--- src/assert_macros.svh ---
// Assertion macros shared by the RTL files that check their own logic.
// No dependencies; every macro samples on the rising edge of clk and is
// disabled while rst is high.
`ifndef ASSERT_MACROS_SVH
`define ASSERT_MACROS_SVH

// A condition that must hold at every clock edge.
`define ASSERT_ALWAYS(label, cond, msg) \
  label: assert property (@(posedge clk) disable iff (rst) (cond)) else $error(msg);

// A condition that implies another one at the same edge.
`define ASSERT_SAME(label, ante, cons, msg) \
  label: assert property (@(posedge clk) disable iff (rst) (ante) |-> (cons)) else $error(msg);

// A condition that implies another one at the next edge.
`define ASSERT_NEXT(label, ante, cons, msg) \
  label: assert property (@(posedge clk) disable iff (rst) (ante) |=> (cons)) else $error(msg);

`endif

--- src/jts_pkg.sv ---
// Shared types and constants of the JSON token scanner.
// No dependencies; imported by the scanner core, the result queue and the top level.
package jts_pkg;

  // Width of the internal line counter; it saturates at all ones.
  localparam int LINE_BITS = 16;

  // Depth of the result queue; a power of two.
  localparam int RES_DEPTH    = 4;
  localparam int RES_PTR_BITS = $clog2(RES_DEPTH);
  localparam int RES_CNT_BITS = $clog2(RES_DEPTH + 1);

  // Result kinds.
  localparam logic [1:0] KIND_ECHO  = 2'd0;
  localparam logic [1:0] KIND_TOKEN = 2'd1;
  localparam logic [1:0] KIND_ERROR = 2'd2;
  localparam logic [1:0] KIND_END   = 2'd3;

  // Token codes.
  localparam logic [3:0] TOK_COLON    = 4'd0;
  localparam logic [3:0] TOK_COMMA    = 4'd1;
  localparam logic [3:0] TOK_LBRACE   = 4'd2;
  localparam logic [3:0] TOK_RBRACE   = 4'd3;
  localparam logic [3:0] TOK_LBRACKET = 4'd4;
  localparam logic [3:0] TOK_RBRACKET = 4'd5;
  localparam logic [3:0] TOK_STRING   = 4'd6;
  localparam logic [3:0] TOK_NUMBER   = 4'd7;
  localparam logic [3:0] TOK_TRUE     = 4'd8;
  localparam logic [3:0] TOK_FALSE    = 4'd9;
  localparam logic [3:0] TOK_NULL     = 4'd10;

  // Error codes.
  localparam logic [2:0] ERR_STR_CUT  = 3'd0;
  localparam logic [2:0] ERR_BAD_ESC  = 3'd1;
  localparam logic [2:0] ERR_BAD_NUM  = 3'd2;
  localparam logic [2:0] ERR_BAD_WORD = 3'd3;
  localparam logic [2:0] ERR_UNKNOWN  = 3'd4;

  // Scanner modes.
  localparam logic [3:0] M_START    = 4'd0;
  localparam logic [3:0] M_STR_OPEN = 4'd1;
  localparam logic [3:0] M_STR_BODY = 4'd2;
  localparam logic [3:0] M_STR_ESC  = 4'd3;
  localparam logic [3:0] M_NUM_INT  = 4'd4;
  localparam logic [3:0] M_NUM_DOT  = 4'd5;
  localparam logic [3:0] M_NUM_EXP  = 4'd6;
  localparam logic [3:0] M_NUM_SIGN = 4'd7;
  localparam logic [3:0] M_NUM_FRAC = 4'd8;
  localparam logic [3:0] M_NUM_EXPD = 4'd9;
  localparam logic [3:0] M_WORD     = 4'd10;
  localparam logic [3:0] M_DISCARD  = 4'd11;

  typedef logic [LINE_BITS-1:0] line_t;

  typedef struct packed {
    logic [1:0]  kind;
    logic [3:0]  token_code;
    logic [7:0]  echo_char;
    logic [2:0]  error_code;
    logic [15:0] line_number;
    logic        last;
  } result_t;

  // Results of one scanner step: how many, and up to two of them in order.
  typedef struct packed {
    logic [1:0] count;
    result_t    res0;
    result_t    res1;
  } step_t;

  // Scanner state seen from outside the core.
  typedef struct packed {
    logic [3:0]  mode;
    logic [15:0] line_number;
  } core_stat_t;

endpackage

--- src/jts_core.sv ---
// Scanner core: mode, line counter and word buffer with the one-step next-state logic.
// Depends on jts_pkg.
module jts_core
  import jts_pkg::*;
(
  input  logic       clk,
  input  logic       rst,
  input  logic       go,
  input  logic [7:0] ch,
  input  logic       eoi,
  output step_t      step,
  output core_stat_t stat
);

  localparam logic [7:0] CH_TAB    = 8'h09;
  localparam logic [7:0] CH_NL     = 8'h0A;
  localparam logic [7:0] CH_SPACE  = 8'h20;
  localparam logic [7:0] CH_QUOTE  = 8'h22;
  localparam logic [7:0] CH_PLUS   = 8'h2B;
  localparam logic [7:0] CH_COMMA  = 8'h2C;
  localparam logic [7:0] CH_MINUS  = 8'h2D;
  localparam logic [7:0] CH_DOT    = 8'h2E;
  localparam logic [7:0] CH_SLASH  = 8'h2F;
  localparam logic [7:0] CH_COLON  = 8'h3A;
  localparam logic [7:0] CH_UP_E   = 8'h45;
  localparam logic [7:0] CH_LBRACK = 8'h5B;
  localparam logic [7:0] CH_BSLASH = 8'h5C;
  localparam logic [7:0] CH_RBRACK = 8'h5D;
  localparam logic [7:0] CH_LO_B   = 8'h62;
  localparam logic [7:0] CH_LO_E   = 8'h65;
  localparam logic [7:0] CH_LO_F   = 8'h66;
  localparam logic [7:0] CH_LO_N   = 8'h6E;
  localparam logic [7:0] CH_LO_R   = 8'h72;
  localparam logic [7:0] CH_LO_T   = 8'h74;
  localparam logic [7:0] CH_LO_U   = 8'h75;
  localparam logic [7:0] CH_LBRACE = 8'h7B;
  localparam logic [7:0] CH_RBRACE = 8'h7D;

  localparam logic [39:0] KW_FALSE = "false";
  localparam logic [31:0] KW_TRUE  = "true";
  localparam logic [31:0] KW_NULL  = "null";

  localparam logic [2:0] WORD_MAX = 3'd5;
  localparam line_t      LINE_MAX = {LINE_BITS{1'b1}};
  localparam line_t      LINE_ONE = LINE_BITS'(1);

  logic [3:0] mode, mode_next;
  line_t      line_count;
  logic [7:0] letters [WORD_MAX];
  logic [2:0] word_length, word_length_next;
  logic       word_too_long, word_too_long_next;

  logic        letter_we;
  logic [2:0]  letter_idx;
  logic        line_inc, line_reset;
  logic [32:0] line_wide;
  logic [15:0] line_out;

  logic is_digit, is_alpha, is_esc;
  logic fw_valid;
  logic [3:0] fw_tok;

  // Start-byte handling, used at start and after a number or word ends.
  logic       sc_valid, sc_inc, sc_word;
  logic [3:0] sc_mode;
  result_t    sc_res;

  logic       pre_valid, post_valid, do_start, do_fail;
  logic [2:0] fail_code;
  result_t    pre_res, post_res;

  function automatic result_t mk_res(input logic [1:0] k, input logic [3:0] t,
                                     input logic [7:0] e, input logic [2:0] er,
                                     input logic [15:0] ln);
    result_t r;
    r.kind        = k;
    r.token_code  = t;
    r.echo_char   = e;
    r.error_code  = er;
    r.line_number = ln;
    r.last        = 1'b0;
    return r;
  endfunction

  assign line_wide = 33'(line_count);
  assign line_out  = (line_wide > 33'h0FFFF) ? 16'hFFFF : line_wide[15:0];

  assign is_digit = (ch >= 8'h30) && (ch <= 8'h39);
  assign is_alpha = ((ch >= 8'h61) && (ch <= 8'h7A)) || ((ch >= 8'h41) && (ch <= 8'h5A));
  assign is_esc   = (ch == CH_QUOTE) || (ch == CH_BSLASH) || (ch == CH_SLASH) ||
                    (ch == CH_LO_B) || (ch == CH_LO_U) || (ch == CH_LO_F) ||
                    (ch == CH_LO_N) || (ch == CH_LO_R) || (ch == CH_LO_T);

  // Reserved-word match; only letters below word_length are looked at.
  always_comb begin
    fw_valid = 1'b0;
    fw_tok   = TOK_FALSE;
    if (!word_too_long) begin
      if (word_length == 3'd5 &&
          {letters[0], letters[1], letters[2], letters[3], letters[4]} == KW_FALSE) begin
        fw_valid = 1'b1;
        fw_tok   = TOK_FALSE;
      end else if (word_length == 3'd4 &&
                   {letters[0], letters[1], letters[2], letters[3]} == KW_TRUE) begin
        fw_valid = 1'b1;
        fw_tok   = TOK_TRUE;
      end else if (word_length == 3'd4 &&
                   {letters[0], letters[1], letters[2], letters[3]} == KW_NULL) begin
        fw_valid = 1'b1;
        fw_tok   = TOK_NULL;
      end
    end
  end

  always_comb begin
    sc_valid = 1'b0;
    sc_inc   = 1'b0;
    sc_word  = 1'b0;
    sc_mode  = M_START;
    sc_res   = mk_res(KIND_ECHO, TOK_COLON, 8'h00, ERR_STR_CUT, line_out);
    priority if (ch == CH_SPACE || ch == CH_TAB) begin
      sc_valid = 1'b1;
      sc_res   = mk_res(KIND_ECHO, TOK_COLON, ch, ERR_STR_CUT, line_out);
    end else if (ch == CH_NL) begin
      sc_valid = 1'b1;
      sc_inc   = 1'b1;
      sc_res   = mk_res(KIND_ECHO, TOK_COLON, CH_NL, ERR_STR_CUT, line_out);
    end else if (ch == CH_QUOTE) begin
      sc_mode = M_STR_OPEN;
    end else if (is_digit) begin
      sc_mode = M_NUM_INT;
    end else if (ch == CH_COLON) begin
      sc_valid = 1'b1;
      sc_res   = mk_res(KIND_TOKEN, TOK_COLON, 8'h00, ERR_STR_CUT, line_out);
    end else if (ch == CH_COMMA) begin
      sc_valid = 1'b1;
      sc_res   = mk_res(KIND_TOKEN, TOK_COMMA, 8'h00, ERR_STR_CUT, line_out);
    end else if (ch == CH_LBRACE) begin
      sc_valid = 1'b1;
      sc_res   = mk_res(KIND_TOKEN, TOK_LBRACE, 8'h00, ERR_STR_CUT, line_out);
    end else if (ch == CH_RBRACE) begin
      sc_valid = 1'b1;
      sc_res   = mk_res(KIND_TOKEN, TOK_RBRACE, 8'h00, ERR_STR_CUT, line_out);
    end else if (ch == CH_LBRACK) begin
      sc_valid = 1'b1;
      sc_res   = mk_res(KIND_TOKEN, TOK_LBRACKET, 8'h00, ERR_STR_CUT, line_out);
    end else if (ch == CH_RBRACK) begin
      sc_valid = 1'b1;
      sc_res   = mk_res(KIND_TOKEN, TOK_RBRACKET, 8'h00, ERR_STR_CUT, line_out);
    end else if (is_alpha) begin
      sc_word = 1'b1;
      sc_mode = M_WORD;
    end else begin
      // Unknown character; a newline never gets here, so discard follows.
      sc_valid = 1'b1;
      sc_mode  = M_DISCARD;
      sc_res   = mk_res(KIND_ERROR, TOK_COLON, 8'h00, ERR_UNKNOWN, line_out);
    end
  end

  always_comb begin
    pre_valid          = 1'b0;
    pre_res            = mk_res(KIND_ECHO, TOK_COLON, 8'h00, ERR_STR_CUT, line_out);
    post_valid         = 1'b0;
    post_res           = mk_res(KIND_ECHO, TOK_COLON, 8'h00, ERR_STR_CUT, line_out);
    do_start           = 1'b0;
    do_fail            = 1'b0;
    fail_code          = ERR_STR_CUT;
    mode_next          = mode;
    line_inc           = 1'b0;
    line_reset         = 1'b0;
    letter_we          = 1'b0;
    letter_idx         = 3'd0;
    word_length_next   = word_length;
    word_too_long_next = word_too_long;

    if (eoi) begin
      unique case (mode)
        M_STR_OPEN, M_STR_BODY, M_STR_ESC: begin
          pre_valid = 1'b1;
          pre_res   = mk_res(KIND_ERROR, TOK_COLON, 8'h00, ERR_STR_CUT, line_out);
        end
        M_NUM_INT, M_NUM_FRAC, M_NUM_EXPD: begin
          pre_valid = 1'b1;
          pre_res   = mk_res(KIND_TOKEN, TOK_NUMBER, 8'h00, ERR_STR_CUT, line_out);
        end
        M_NUM_DOT, M_NUM_EXP, M_NUM_SIGN: begin
          pre_valid = 1'b1;
          pre_res   = mk_res(KIND_ERROR, TOK_COLON, 8'h00, ERR_BAD_NUM, line_out);
        end
        M_WORD: begin
          pre_valid = 1'b1;
          pre_res   = fw_valid ? mk_res(KIND_TOKEN, fw_tok, 8'h00, ERR_STR_CUT, line_out)
                               : mk_res(KIND_ERROR, TOK_COLON, 8'h00, ERR_BAD_WORD, line_out);
        end
        default: begin
        end
      endcase
      post_valid = 1'b1;
      post_res   = mk_res(KIND_END, TOK_COLON, 8'h00, ERR_STR_CUT, line_out);
      mode_next  = M_START;
      line_reset = 1'b1;
    end else begin
      unique case (mode)
        M_STR_OPEN, M_STR_BODY: begin
          priority if (ch == CH_BSLASH) begin
            mode_next = M_STR_ESC;
          end else if (ch == CH_QUOTE) begin
            pre_valid = 1'b1;
            pre_res   = mk_res(KIND_TOKEN, TOK_STRING, 8'h00, ERR_STR_CUT, line_out);
            mode_next = M_START;
          end else begin
            mode_next = M_STR_BODY;
          end
        end
        M_STR_ESC: begin
          if (is_esc) begin
            mode_next = M_STR_BODY;
          end else begin
            do_fail   = 1'b1;
            fail_code = ERR_BAD_ESC;
          end
        end
        M_NUM_INT, M_NUM_FRAC: begin
          priority if (is_digit) begin
            mode_next = mode;
          end else if (ch == CH_DOT && mode == M_NUM_INT) begin
            mode_next = M_NUM_DOT;
          end else if (ch == CH_LO_E || ch == CH_UP_E) begin
            mode_next = M_NUM_EXP;
          end else begin
            pre_valid = 1'b1;
            pre_res   = mk_res(KIND_TOKEN, TOK_NUMBER, 8'h00, ERR_STR_CUT, line_out);
            do_start  = 1'b1;
          end
        end
        M_NUM_DOT, M_NUM_SIGN: begin
          if (is_digit) begin
            mode_next = (mode == M_NUM_DOT) ? M_NUM_FRAC : M_NUM_EXPD;
          end else begin
            do_fail   = 1'b1;
            fail_code = ERR_BAD_NUM;
          end
        end
        M_NUM_EXP: begin
          priority if (ch == CH_PLUS || ch == CH_MINUS) begin
            mode_next = M_NUM_SIGN;
          end else if (is_digit) begin
            mode_next = M_NUM_EXPD;
          end else begin
            do_fail   = 1'b1;
            fail_code = ERR_BAD_NUM;
          end
        end
        M_NUM_EXPD: begin
          if (!is_digit) begin
            pre_valid = 1'b1;
            pre_res   = mk_res(KIND_TOKEN, TOK_NUMBER, 8'h00, ERR_STR_CUT, line_out);
            do_start  = 1'b1;
          end
        end
        M_WORD: begin
          priority if (is_alpha) begin
            if (word_length < WORD_MAX) begin
              letter_we        = 1'b1;
              letter_idx       = word_length;
              word_length_next = word_length + 3'd1;
            end else begin
              word_too_long_next = 1'b1;
            end
          end else if (fw_valid) begin
            pre_valid = 1'b1;
            pre_res   = mk_res(KIND_TOKEN, fw_tok, 8'h00, ERR_STR_CUT, line_out);
            do_start  = 1'b1;
          end else begin
            do_fail   = 1'b1;
            fail_code = ERR_BAD_WORD;
          end
        end
        M_DISCARD: begin
          if (ch == CH_NL) begin
            pre_valid = 1'b1;
            pre_res   = mk_res(KIND_ECHO, TOK_COLON, CH_NL, ERR_STR_CUT, line_out);
            line_inc  = 1'b1;
            mode_next = M_START;
          end
        end
        default: begin
          do_start = 1'b1;
        end
      endcase

      if (do_start) begin
        post_valid = sc_valid;
        post_res   = sc_res;
        mode_next  = sc_mode;
        line_inc   = sc_inc;
        if (sc_word) begin
          letter_we          = 1'b1;
          letter_idx         = 3'd0;
          word_length_next   = 3'd1;
          word_too_long_next = 1'b0;
        end
      end

      // An error; a newline that caused it is still echoed and counted.
      if (do_fail) begin
        pre_valid = 1'b1;
        pre_res   = mk_res(KIND_ERROR, TOK_COLON, 8'h00, fail_code, line_out);
        if (ch == CH_NL) begin
          post_valid = 1'b1;
          post_res   = mk_res(KIND_ECHO, TOK_COLON, CH_NL, ERR_STR_CUT, line_out);
          line_inc   = 1'b1;
          mode_next  = M_START;
        end else begin
          mode_next = M_DISCARD;
        end
      end
    end
  end

  // Pack the results of this step in order and flag the final one.
  always_comb begin
    step.count = 2'(pre_valid) + 2'(post_valid);
    step.res0  = pre_valid ? pre_res : post_res;
    step.res1  = post_res;
    step.res0.last = !(pre_valid && post_valid);
    step.res1.last = 1'b1;
    if (!(pre_valid && post_valid)) begin
      step.res1 = '0;
    end
  end

  assign stat.mode        = mode;
  assign stat.line_number = line_out;

  always_ff @(posedge clk) begin
    if (rst) begin
      mode          <= M_START;
      line_count    <= LINE_ONE;
      word_length   <= 3'd0;
      word_too_long <= 1'b0;
    end else if (go) begin
      mode          <= mode_next;
      word_length   <= word_length_next;
      word_too_long <= word_too_long_next;
      if (line_reset) begin
        line_count <= LINE_ONE;
      end else if (line_inc && line_count != LINE_MAX) begin
        line_count <= line_count + LINE_ONE;
      end
    end
  end

  always_ff @(posedge clk) begin
    if (go && letter_we) begin
      letters[letter_idx] <= ch;
    end
  end

endmodule

--- src/jts_result_fifo.sv ---
// Result queue: takes up to two results per cycle; one goes out per ready cycle.
// Depends on jts_pkg.
module jts_result_fifo
  import jts_pkg::*;
(
  input  logic    clk,
  input  logic    rst,
  input  logic    push,
  input  step_t   step,
  output logic    room,
  output logic    valid,
  input  logic    ready,
  output result_t data
);

  result_t                 entries [RES_DEPTH];
  logic [RES_PTR_BITS-1:0] wr_ptr, rd_ptr;
  logic [RES_CNT_BITS-1:0] count;
  logic [1:0]              push_n;
  logic                    pop;

  assign push_n = push ? step.count : 2'd0;
  assign pop    = valid && ready;
  assign valid  = (count != '0);
  assign data   = entries[rd_ptr];
  assign room   = (count <= RES_CNT_BITS'(RES_DEPTH - 2));

  always_ff @(posedge clk) begin
    if (rst) begin
      wr_ptr <= '0;
      rd_ptr <= '0;
      count  <= '0;
    end else begin
      wr_ptr <= wr_ptr + RES_PTR_BITS'(push_n);
      rd_ptr <= rd_ptr + RES_PTR_BITS'(pop);
      count  <= count + RES_CNT_BITS'(push_n) - RES_CNT_BITS'(pop);
    end
  end

  always_ff @(posedge clk) begin
    if (push_n != 2'd0) begin
      entries[wr_ptr] <= step.res0;
    end
    if (push_n == 2'd2) begin
      entries[wr_ptr + RES_PTR_BITS'(1)] <= step.res1;
    end
  end

endmodule

--- src/json_token_scanner_unit.sv ---
// Top level of the JSON token scanner: input register, scanner core, result queue.
// Depends on jts_pkg, jts_core, jts_result_fifo and assert_macros.svh.
//
//   Channel   Handshake                    Payload
//   item      item_valid / item_ready      ch, end_of_input
//   result    result_valid / result_ready  kind, token_code, echo_char,
//                                          error_code, line_number, last
//
// One request is taken per cycle while item_ready is high; it is held in the input
// register, where the scanner core handles it in a single step, and its zero, one or
// two results are written into the result queue, whose head drives the result port.
// The rate is one request per cycle while the queue has room, set by the core's
// one-step state update; results go out one per cycle while result_ready is high.
// Reset (rst, synchronous, active high) puts the scanner at start on line one and
// empties the queue; no clearing pass is needed.
// A stalled result side fills the queue, which holds back the input register and
// then item_ready; nothing is dropped.
`include "assert_macros.svh"

module json_token_scanner_unit
  import jts_pkg::*;
(
  input  logic        clk,
  input  logic        rst,
  input  logic        item_valid,
  output logic        item_ready,
  input  logic [7:0]  ch,
  input  logic        end_of_input,
  output logic        result_valid,
  input  logic        result_ready,
  output logic [1:0]  kind,
  output logic [3:0]  token_code,
  output logic [7:0]  echo_char,
  output logic [2:0]  error_code,
  output logic [15:0] line_number,
  output logic        last
);

  // Input register.
  logic       s_valid;
  logic [7:0] s_ch;
  logic       s_eoi;

  logic       step_go;
  logic       fifo_room;
  step_t      step;
  core_stat_t stat;
  result_t    head;

  // The core steps when the held request's results are sure to fit in the queue.
  assign step_go    = s_valid && fifo_room;
  assign item_ready = !s_valid || step_go;

  always_ff @(posedge clk) begin
    if (rst) begin
      s_valid <= 1'b0;
    end else if (item_ready) begin
      s_valid <= item_valid;
    end
  end

  // The payload needs no reset; it is only used while s_valid is high.
  always_ff @(posedge clk) begin
    if (item_valid && item_ready) begin
      s_ch  <= ch;
      s_eoi <= end_of_input;
    end
  end

  jts_core u_core (
    .clk  (clk),
    .rst  (rst),
    .go   (step_go),
    .ch   (s_ch),
    .eoi  (s_eoi),
    .step (step),
    .stat (stat)
  );

  jts_result_fifo u_fifo (
    .clk   (clk),
    .rst   (rst),
    .push  (step_go),
    .step  (step),
    .room  (fifo_room),
    .valid (result_valid),
    .ready (result_ready),
    .data  (head)
  );

  assign kind        = head.kind;
  assign token_code  = head.token_code;
  assign echo_char   = head.echo_char;
  assign error_code  = head.error_code;
  assign line_number = head.line_number;
  assign last        = head.last;

  // A step never makes more than two results.
  `ASSERT_SAME(a_step_count, step_go, step.count != 2'd3, "scanner step made three results")
  // With two results only the second one is marked last.
  `ASSERT_SAME(a_last_order, step_go && step.count == 2'd2,
               !step.res0.last && step.res1.last, "wrong last flags on a two-result step")
  // Every end of input ends with an end result and a scanner back at start on line one.
  `ASSERT_SAME(a_end_result, step_go && s_eoi,
               step.count != 2'd0 && (step.count == 2'd1 ? step.res0.kind : step.res1.kind)
               == KIND_END, "end of input without an end result")
  `ASSERT_NEXT(a_end_restart, step_go && s_eoi,
               stat.mode == M_START && stat.line_number == 16'd1,
               "scanner not restarted after end of input")

endmodule
--- config.mk ---
export PLATFORM = sky130hd
export DESIGN_NAME = json_token_scanner_unit
export DESIGN_NICKNAME = d
export VERILOG_FILES = /design/src/jts_pkg.sv /design/src/jts_core.sv /design/src/jts_result_fifo.sv /design/src/json_token_scanner_unit.sv
export VERILOG_INCLUDE_DIRS = /design/src /design/src/src
export SDC_FILE = /design/constraint.sdc
export NUM_CORES = 1
export LEC_CHECK = 0
export ABC_AREA = 1
export BUFFER_PORTS_ARGS = -buffer_cell sky130_fd_sc_hd__buf_2
export CAP_MARGIN = 15
export CORE_MARGIN = 2
export CORE_UTILIZATION = 62
export DETAILED_ROUTE_END_ITERATION = 6
export PLACE_DENSITY = 0.77
export SYNTH_ARGS = -nofsm -noshare
export SYNTH_HDL_FRONTEND = slang
export SYNTH_SLANG_ARGS = --single-unit
--- constraint.sdc ---
create_clock -name clk -period 5.7 [get_ports clk]
set_clock_uncertainty 0.15 [all_clocks]
set_input_delay 0.285 -clock clk [delete_from_list [all_inputs] [get_ports clk]]
set_output_delay 0.285 -clock clk [all_outputs]
set_load 0.005 [all_outputs]
== Word-level counts from Yosys, hierarchy flattened ==
Memory sizes are Yosys's and may differ from the RTL's. A register that Yosys moved wholly into a read port is not among the register bits.
Index checks and enable logic that the tools add are counted.

* Add/sub/neg operators: 8
* Multiplexer cells: 159
* Equal/unequal tests: 47
* $lt $le $gt $ge: 9
* Bitwise gates (word level): 1
* Reduce and logical (&&, ||, !) cells: 43

{| class="wikitable"
|+ Operator list
! kind !! count
|-
| 34-bit 2-to-1 mux || 24
|-
| 34-bit case mux with 5 select lines || 1
|-
| 34-bit case mux with 4 select lines || 1
|-
| 33-bit 2-to-1 mux || 4
|-
| 8-bit by 7-bit == test with 1-bit output, second input constant || 13
|-
| 4-bit 2-to-1 mux || 26
|-
| 1-bit 2-to-1 mux || 75
|-
| 32-bit by 31-bit == test with 1-bit output, second input constant || 2
|-
| 8-bit by 6-bit == test with 1-bit output, second input constant || 8
|-
| 16-bit 2-to-1 mux || 3
|-
| 40-bit by 39-bit == test with 1-bit output, second input constant || 1
|-
| 3-bit 2-to-1 mux || 12
|-
| 24-bit 2-to-1 mux || 1
|-
| 4-bit case mux with 6 select lines || 1
|-
| 16-bit by 1-bit adder with 16-bit output, second input constant || 1
|-
| 4-bit by 3-bit == test with 1-bit output, second input constant || 4
|-
| 4-bit == test, second input constant || 4
|-
| 8-bit by 4-bit == test with 1-bit output, second input constant || 2
|-
| 8-bit by 7-bit >= comparator with 1-bit output, second input constant || 2
|-
| 16-bit > comparator, second input constant || 1
|-
| 8-bit by 7-bit <= comparator with 1-bit output, second input constant || 2
|-
| 16-bit != test, second input constant || 1
|-
| 5-bit by 2-bit != test with 1-bit output, second input constant || 3
|-
| 2-bit 2-to-1 mux || 7
|-
| 33 further kinds || 68
|}

* Output and inout port bits: 36
* Bits in writable memories: 176
* Word-level logic and storage cells: 279
* Flip-flop bits (word level): 41
* Memories kept: 2
* Bits of input ports: 13

{| class="wikitable"
|+ Memories
! memory !! depth !! bits a word !! read ports !! clocked after Yosys merged registers in !! write ports !! line !! RTL
|-
| u_fifo.entries || 4 || 34 || 1 || 1 || 2 || jts_result_fifo.sv:16 || <nowiki>result_t entries [RES_DEPTH];</nowiki>
|-
| u_core.letters || 5 || 8 || 5 || 0 || 1 || jts_core.sv:49 || <nowiki>logic [7:0] letters [WORD_MAX];</nowiki>
|}

== Logic depth before layout (Yosys ltp) ==
* Depth in word-level cells: 23
* Mapped depth: 27
* Depth with buffers taken out: 27

== By module ==
A second synthesis with hierarchy kept.

* Cells, all modules: 1490
* Area, all modules: 12318.1 µm²

{| class="wikitable"
|+ By module, submodules not included
! module !! sequential area each (µm²) !! area each (µm²) !! cells an instance !! times used
|-
| jts_result_fifo || 4224.1 || 6927.9 || 731 || 1
|-
| jts_core || 1681.6 || 5064.9 || 742 || 1
|-
| json_token_scanner_unit || 290.3 || 325.3 || 17 || 1
|}

== Least setup slack after synthesis ==
Ideal clock, no wire load.

* Path kind: register to register
* Start: register s_ch[1]
* End: memory u_fifo.entries[1][10] in the netlist's numbering, data pin
* Setup time: 0.139 ns
* Setup slack: 1.029 ns
* Clock period less this slack: 4.671 ns
* Cell stages (with the launch flop): 21
* Data arrival time: 4.382 ns
* Cells stage by stage: edfxtp_1 inv_2 nand2_1 nor3_1 o22ai_2 inv_2 nand4_1 nand2_4 buf_6 inv_2 o41ai_1 ha_1 inv_1 nor2_1 inv_1 nor2_1 nand2_1 nand2_1 clkinv_1 buf_2 nor2_1

{| class="wikitable"
|+ RTL lines
! element !! line !! RTL
|-
| from (decl) || json_token_scanner_unit.sv:41 || <nowiki>logic [7:0] s_ch;</nowiki>
|-
| from (signal assigned) || json_token_scanner_unit.sv:65 || <nowiki>s_ch <= ch;</nowiki>
|-
| to (decl) || jts_result_fifo.sv:16 ||
|}

==> load_flow_metrics.sql <==
INSERT INTO impl_metrics (metric_group, metric, value, unit) VALUES
('timing', 'fraction_of_the_cycle_the_final_worst_path_needs', '0.889', ''),
('global_routing', 'grt-ovfl-total', '0', ''),
('worst_setup_path', 'critical_path_arrival', '5.31', 'ns'),
('worst_setup_path', 'critical_path_required', '5.94', 'ns'),
('route', 'drt.antenna.violating_nets', '0', ''),
('global_routing', 'via_count_of_the_first_global_routing_pass', '8203', ''),
('clocking', 'cts_resized', '0', ''),
('floorplan', 'die_height', '137', 'µm'),
('route', 'vias_per_cell', '5.75', ''),
('yosys', 'netlist-cell-type-count', '52', ''),
('yosys', 'asyncSetResetFlopFracSynth', '0', ''),
('route', 'route.detailed.wl_per_inst', '16.9', 'µm'),
('yosys', 'ys.flop_type', 'sky130_fd_sc_hd__edfxtp_1', ''),
('route', 'route.vias.total', '8951', ''),
('timing', 'worst-slew-pin-transition', '1.09', 'ns'),
('cells_and_area', 'areaGrowthSynthToFinish', '11.4', '%'),
('cells_and_area', 'number_of_diodes_added_for_antenna_fixing', '0', ''),
('cells_and_area', 'final_layout_size_suffix_gt1_frac', '0.116', ''),
('route', 'detail_route.wirelength', '26400', 'µm'),
('global_routing', 'grt_util_all_layers', '0.286', ''),
('route', 'detailedRoute.firstPassIterationCount', '6', ''),
('worst_setup_path', 'critical_path.max_fanout', '19', ''),
('outcome', 'run_status', 'finished clean', ''),
('yosys', 'postSynthCellCount', '1251', ''),
('cells_and_area', 'final_net_count', '1343', ''),
('clocking', 'cts.path.max_buffers', '3', ''),
('hold_path', 'hp-class', 'input pin to flop', ''),
('worst_setup_path', 'category_of_the_worst_setup_path_capture_point', 'flop', ''),
('placement', 'place.gp.congestion', '0.969', ''),
('global_routing', 'pin_count_of_the_biggest_net_entering_global_routing', '70', ''),
('clocking', 'postCtsHoldBufs', '10', ''),
('floorplan', 'floorplan.core_area', '17300', 'µm²'),
('placement', 'estimated_wirelength_of_the_detail_placed_design', '18100', 'µm'),
('worst_setup_path', 'criticalPathCategory', 'flop to flop', ''),
('yosys', 'yosysWarningCount', '0', ''),
('clocking', 'tritoncts_num_sinks', '217', ''),
('power', 'pwr_density_cell', '379', 'nW/µm²'),
('global_routing', 'grt_first_pass_wirelength', '41900', 'µm'),
('global_routing', 'grtUsageMet1', '0.418', ''),
('yosys', 'synthDominantCellAreaShare', '0.473', ''),
('floorplan', 'die_width', '137', 'µm'),
('yosys', 'synth_area_leaders', 'sky130_fd_sc_hd__edfxtp_1 47%, sky130_fd_sc_hd__nor2_1 9.1%, sky130_fd_sc_hd__dfxtp_1 8.0%', ''),
('clocking', 'worst_setup_hold_path_clk_slew', '0.06', 'ns'),
('timing', 'report.final.setup_viol', '0', ''),
('clocking', 'htreeDepth', '1', ''),
('clocking', 'cts_tree', 'done', ''),
('power', 'power.ir.vdd_worst', '0.350', 'mV'),
('clocking', 'cts_made_buffers', '22', ''),
('clocking', 'clk_root_buffer_cell', 'sky130_fd_sc_hd__clkbuf_16', ''),
('yosys', 'ys_seq_area_frac', '0.554', ''),
('global_routing', 'grt_antenna_before_repair', '0', ''),
('timing', 'finalMaxSlewViolations', '0', ''),
('yosys', 'yosys.area.top_type', 'sky130_fd_sc_hd__edfxtp_1', ''),
('timing', 'finalWorstPathRequiredPeriod', '5.07', 'ns'),
('floorplan', 'initial_utilization', '0.635', ''),
('placement', 'place.port_buffers', '48', ''),
('power', 'total_power', '4.64', 'mW'),
('timing', 'peak_clock_frequency_supported_by_timing', '0.197', 'GHz'),
('floorplan', 'pin_count', '49', ''),
('cells_and_area', 'fillCellCount', '1307', ''),
('cells_and_area', 'final_core_utilization', '0.707', ''),
('floorplan', 'fp-row-count', '48', ''),
('timing', 'rsz_0062_raised_after_global_routing', 'false', ''),
('worst_setup_path', 'startpoint_type', 'flop', ''),
('yosys', 'synth-edff-count', '173', ''),
('timing', 'timing.setup.tns', '0', 'ns'),
('route', 'drc', '0', ''),
('yosys', 'ys_ff_latch', '217', ''),
('timing', 'finalHoldViolations', '0', ''),
('clocking', 'post-cts-setup-buffers', '0', ''),
('timing', 'slew_headroom', '0.275', ''),
('job', 'max-cap-violations', '0', ''),
('global_routing', 'globalRoute.busiestLayer', 'met2', ''),
('yosys', 'netlist_area', '11000', 'µm²'),
('global_routing', 'groute.layer.met3.usage', '0.0500', ''),
('yosys', 'postSynthAreaPerCell', '8.77', 'µm²'),
('power', 'static-leakage-power', '4.61', 'nW'),
('floorplan', 'fp.dieArea', '18800', 'µm²'),
('clocking', 'clk_latency', '0.50', 'ns'),
('route', 'drt-initial-drc-count', '956', ''),
('global_routing', 'grtUsageMet2', '0.436', '');
==> stage by stage <==
| stage | setup slack, ns | instances | area, µm² | hold slack (ns) |
|---|---|---|---|---|
| finish | 0.632 | 1557 | 12200 | 0.141 |
| floorplan | 1.03 | 1266 | 11000 | 0.234 |
| global route | 0.0565 | 1557 | 12200 | 0.145 |
| CTS | 0.708 | 1557 | 12200 | 0.126 |
| global placement | 0.898 | 1509 | 11400 | 0.288 |
| detailed placement | 0.717 | 1509 | 11400 | 0.292 |
==> state kept, by name, summed over array words and instances, names as in the netlist <==
name,cells
u_fifo.entries,136
u_core.letters,40
u_core.line_count,16
s_ch,8
u_core.mode,4
u_core.word_length,3
u_fifo.count,3
u_fifo.rd_ptr,2
u_fifo.wr_ptr,2
s_eoi,1
s_valid,1
u_core.word_too_long,1
==> path summary, 6_finish.rpt <==
path / cells after the start / end / slack, ns / start
hold reg to reg: 2 / u_fifo.entries[1][18] / 0.31 / u_fifo.entries[1][18]
setup / recovery: 23 / u_fifo.entries[0][31] / 0.63 / s_ch[0]
setup reg to reg: 23 / u_fifo.entries[0][31] / 0.63 / s_ch[0]
hold / removal: 2 / u_fifo.count[1] / 0.14 / rst
==> where the power goes <==
group	internal, mW	switching (mW)
sequential	1.89	0.0719
clock	0.805	0.580
combinational	0.420	0.874
==> cells in the mapped netlist, types with 2 or more instances <==
cell	count
sky130_fd_sc_hd__o2111ai_1	2
sky130_fd_sc_hd__a21oi_2	11
sky130_fd_sc_hd__xor2_1	15
sky130_fd_sc_hd__o211ai_1	2
sky130_fd_sc_hd__nor3_1	15
sky130_fd_sc_hd__nand4_1	14
sky130_fd_sc_hd__nand3_2	4
sky130_fd_sc_hd__o22ai_1	48
sky130_fd_sc_hd__edfxtp_1	173
sky130_fd_sc_hd__buf_2	4
sky130_fd_sc_hd__inv_2	12
sky130_fd_sc_hd__nor4_1	2
sky130_fd_sc_hd__xnor2_1	3
sky130_fd_sc_hd__a31oi_1	3
sky130_fd_sc_hd__nand2_4	5
sky130_fd_sc_hd__buf_1	2
sky130_fd_sc_hd__o21ai_2	2
sky130_fd_sc_hd__nor2_1	267
sky130_fd_sc_hd__a21oi_1	20
sky130_fd_sc_hd__nand2_1	205
sky130_fd_sc_hd__a22o_1	4
sky130_fd_sc_hd__nand2_2	13
sky130_fd_sc_hd__inv_1	121
sky130_fd_sc_hd__nor2_2	8
sky130_fd_sc_hd__o21ai_1	9
sky130_fd_sc_hd__dfxtp_1	44
sky130_fd_sc_hd__or2_1	2
sky130_fd_sc_hd__nand3_1	70
sky130_fd_sc_hd__clkbuf_1	27
sky130_fd_sc_hd__nand3b_1	4
sky130_fd_sc_hd__ha_1	11
sky130_fd_sc_hd__clkinv_1	2
sky130_fd_sc_hd__o21ai_0	105
sky130_fd_sc_hd__mux2i_1	2
sky130_fd_sc_hd__buf_6	3
==> per-layer routing <==
metal  vias to the layer above  routed length, µm
met2                       427              11800
met4                         0                722
li1                       4332                  -
met5                         -                  0
met3                        67               2200
met1                      4125              11700
==> critical path, stage by stage, from the launching register on <==
cell and delay (ns):
sky130_fd_sc_hd__edfxtp_1 0.50, sky130_fd_sc_hd__inv_1 0.17, sky130_fd_sc_hd__nand2_1 0.09, sky130_fd_sc_hd__nor3_1 0.24
sky130_fd_sc_hd__o22ai_2 0.20, sky130_fd_sc_hd__inv_2 0.17, sky130_fd_sc_hd__nand4_1 0.19, sky130_fd_sc_hd__nand3_2 0.18
sky130_fd_sc_hd__nor2_1 0.09, sky130_fd_sc_hd__nand2_1 0.11, sky130_fd_sc_hd__nand2_1 0.25, sky130_fd_sc_hd__inv_2 0.21
sky130_fd_sc_hd__ha_1 0.30, sky130_fd_sc_hd__inv_1 0.19, sky130_fd_sc_hd__nor2_1 0.23, sky130_fd_sc_hd__inv_1 0.09
sky130_fd_sc_hd__nor2_1 0.22, sky130_fd_sc_hd__inv_1 0.08, sky130_fd_sc_hd__nor2_2 0.28, sky130_fd_sc_hd__inv_1 0.17
sky130_fd_sc_hd__nand2_1 0.11, sky130_fd_sc_hd__buf_4 0.27, sky130_fd_sc_hd__inv_2 0.21, sky130_fd_sc_hd__a22o_1 0.24
==> kinds of logic (layout without fill, tap and decap cells) <==
| kind of cell | count (synthesis) | in the layout | share of synthesized area |
|---|---|---|---|
| buf+inv | 174 | 240 | 0.0640 |
| xor+xnor | 18 | 18 | 0.0144 |
| compound gates | 210 | 210 | 0.110 |
| other cells | 1 | 16 | 0.000342 |
| simple gates | 617 | 617 | 0.242 |
| flops | 217 | 217 | 0.554 |
| fa+ha+maj | 12 | 12 | 0.0144 |
| mux | 2 | 2 | 0.00182 |
==> placed cells by master, fill, tap and decap left out, types with 5 or more instances in the layout <==
cell type | Yosys | routed
sky130_fd_sc_hd__clkinv_1 | 2 | 6
sky130_fd_sc_hd__nor2_1 | 267 | 267
sky130_fd_sc_hd__nor3_1 | 15 | 15
sky130_fd_sc_hd__o21ai_0 | 105 | 105
sky130_fd_sc_hd__a21oi_1 | 20 | 20
sky130_fd_sc_hd__nand2_4 | 5 | 5
sky130_fd_sc_hd__nor2_2 | 8 | 8
sky130_fd_sc_hd__inv_1 | 121 | 120
sky130_fd_sc_hd__nand3_1 | 70 | 70
sky130_fd_sc_hd__ha_1 | 11 | 11
sky130_fd_sc_hd__buf_2 | 4 | 48
sky130_fd_sc_hd__nand2_1 | 205 | 205
sky130_fd_sc_hd__o21ai_1 | 9 | 9
sky130_fd_sc_hd__xor2_1 | 15 | 15
sky130_fd_sc_hd__conb_1 | 1 | 16
sky130_fd_sc_hd__dlygate4sd3_1 | 0 | 10
sky130_fd_sc_hd__edfxtp_1 | 173 | 173
sky130_fd_sc_hd__clkinv_2 | 0 | 5
sky130_fd_sc_hd__a21oi_2 | 11 | 11
sky130_fd_sc_hd__buf_4 | 1 | 9
sky130_fd_sc_hd__clkbuf_16 | 0 | 23
sky130_fd_sc_hd__inv_2 | 12 | 12
sky130_fd_sc_hd__dfxtp_1 | 44 | 43
sky130_fd_sc_hd__nand2_2 | 13 | 13
sky130_fd_sc_hd__nand4_1 | 14 | 14
sky130_fd_sc_hd__o22ai_1 | 48 | 48
==> area by class of cell <==
type	count	area [µm²]	share of cell area
tap	225	282	0.0230
clock inverter	12	92.6	0.00757
timing repair buffer	67	408	0.0334
clock buffer	26	607	0.0496
multi-input combinational	875	4250	0.348
inverter	135	507	0.0414
sequential	217	6080	0.497
Power figures use the tool's default switching activity.
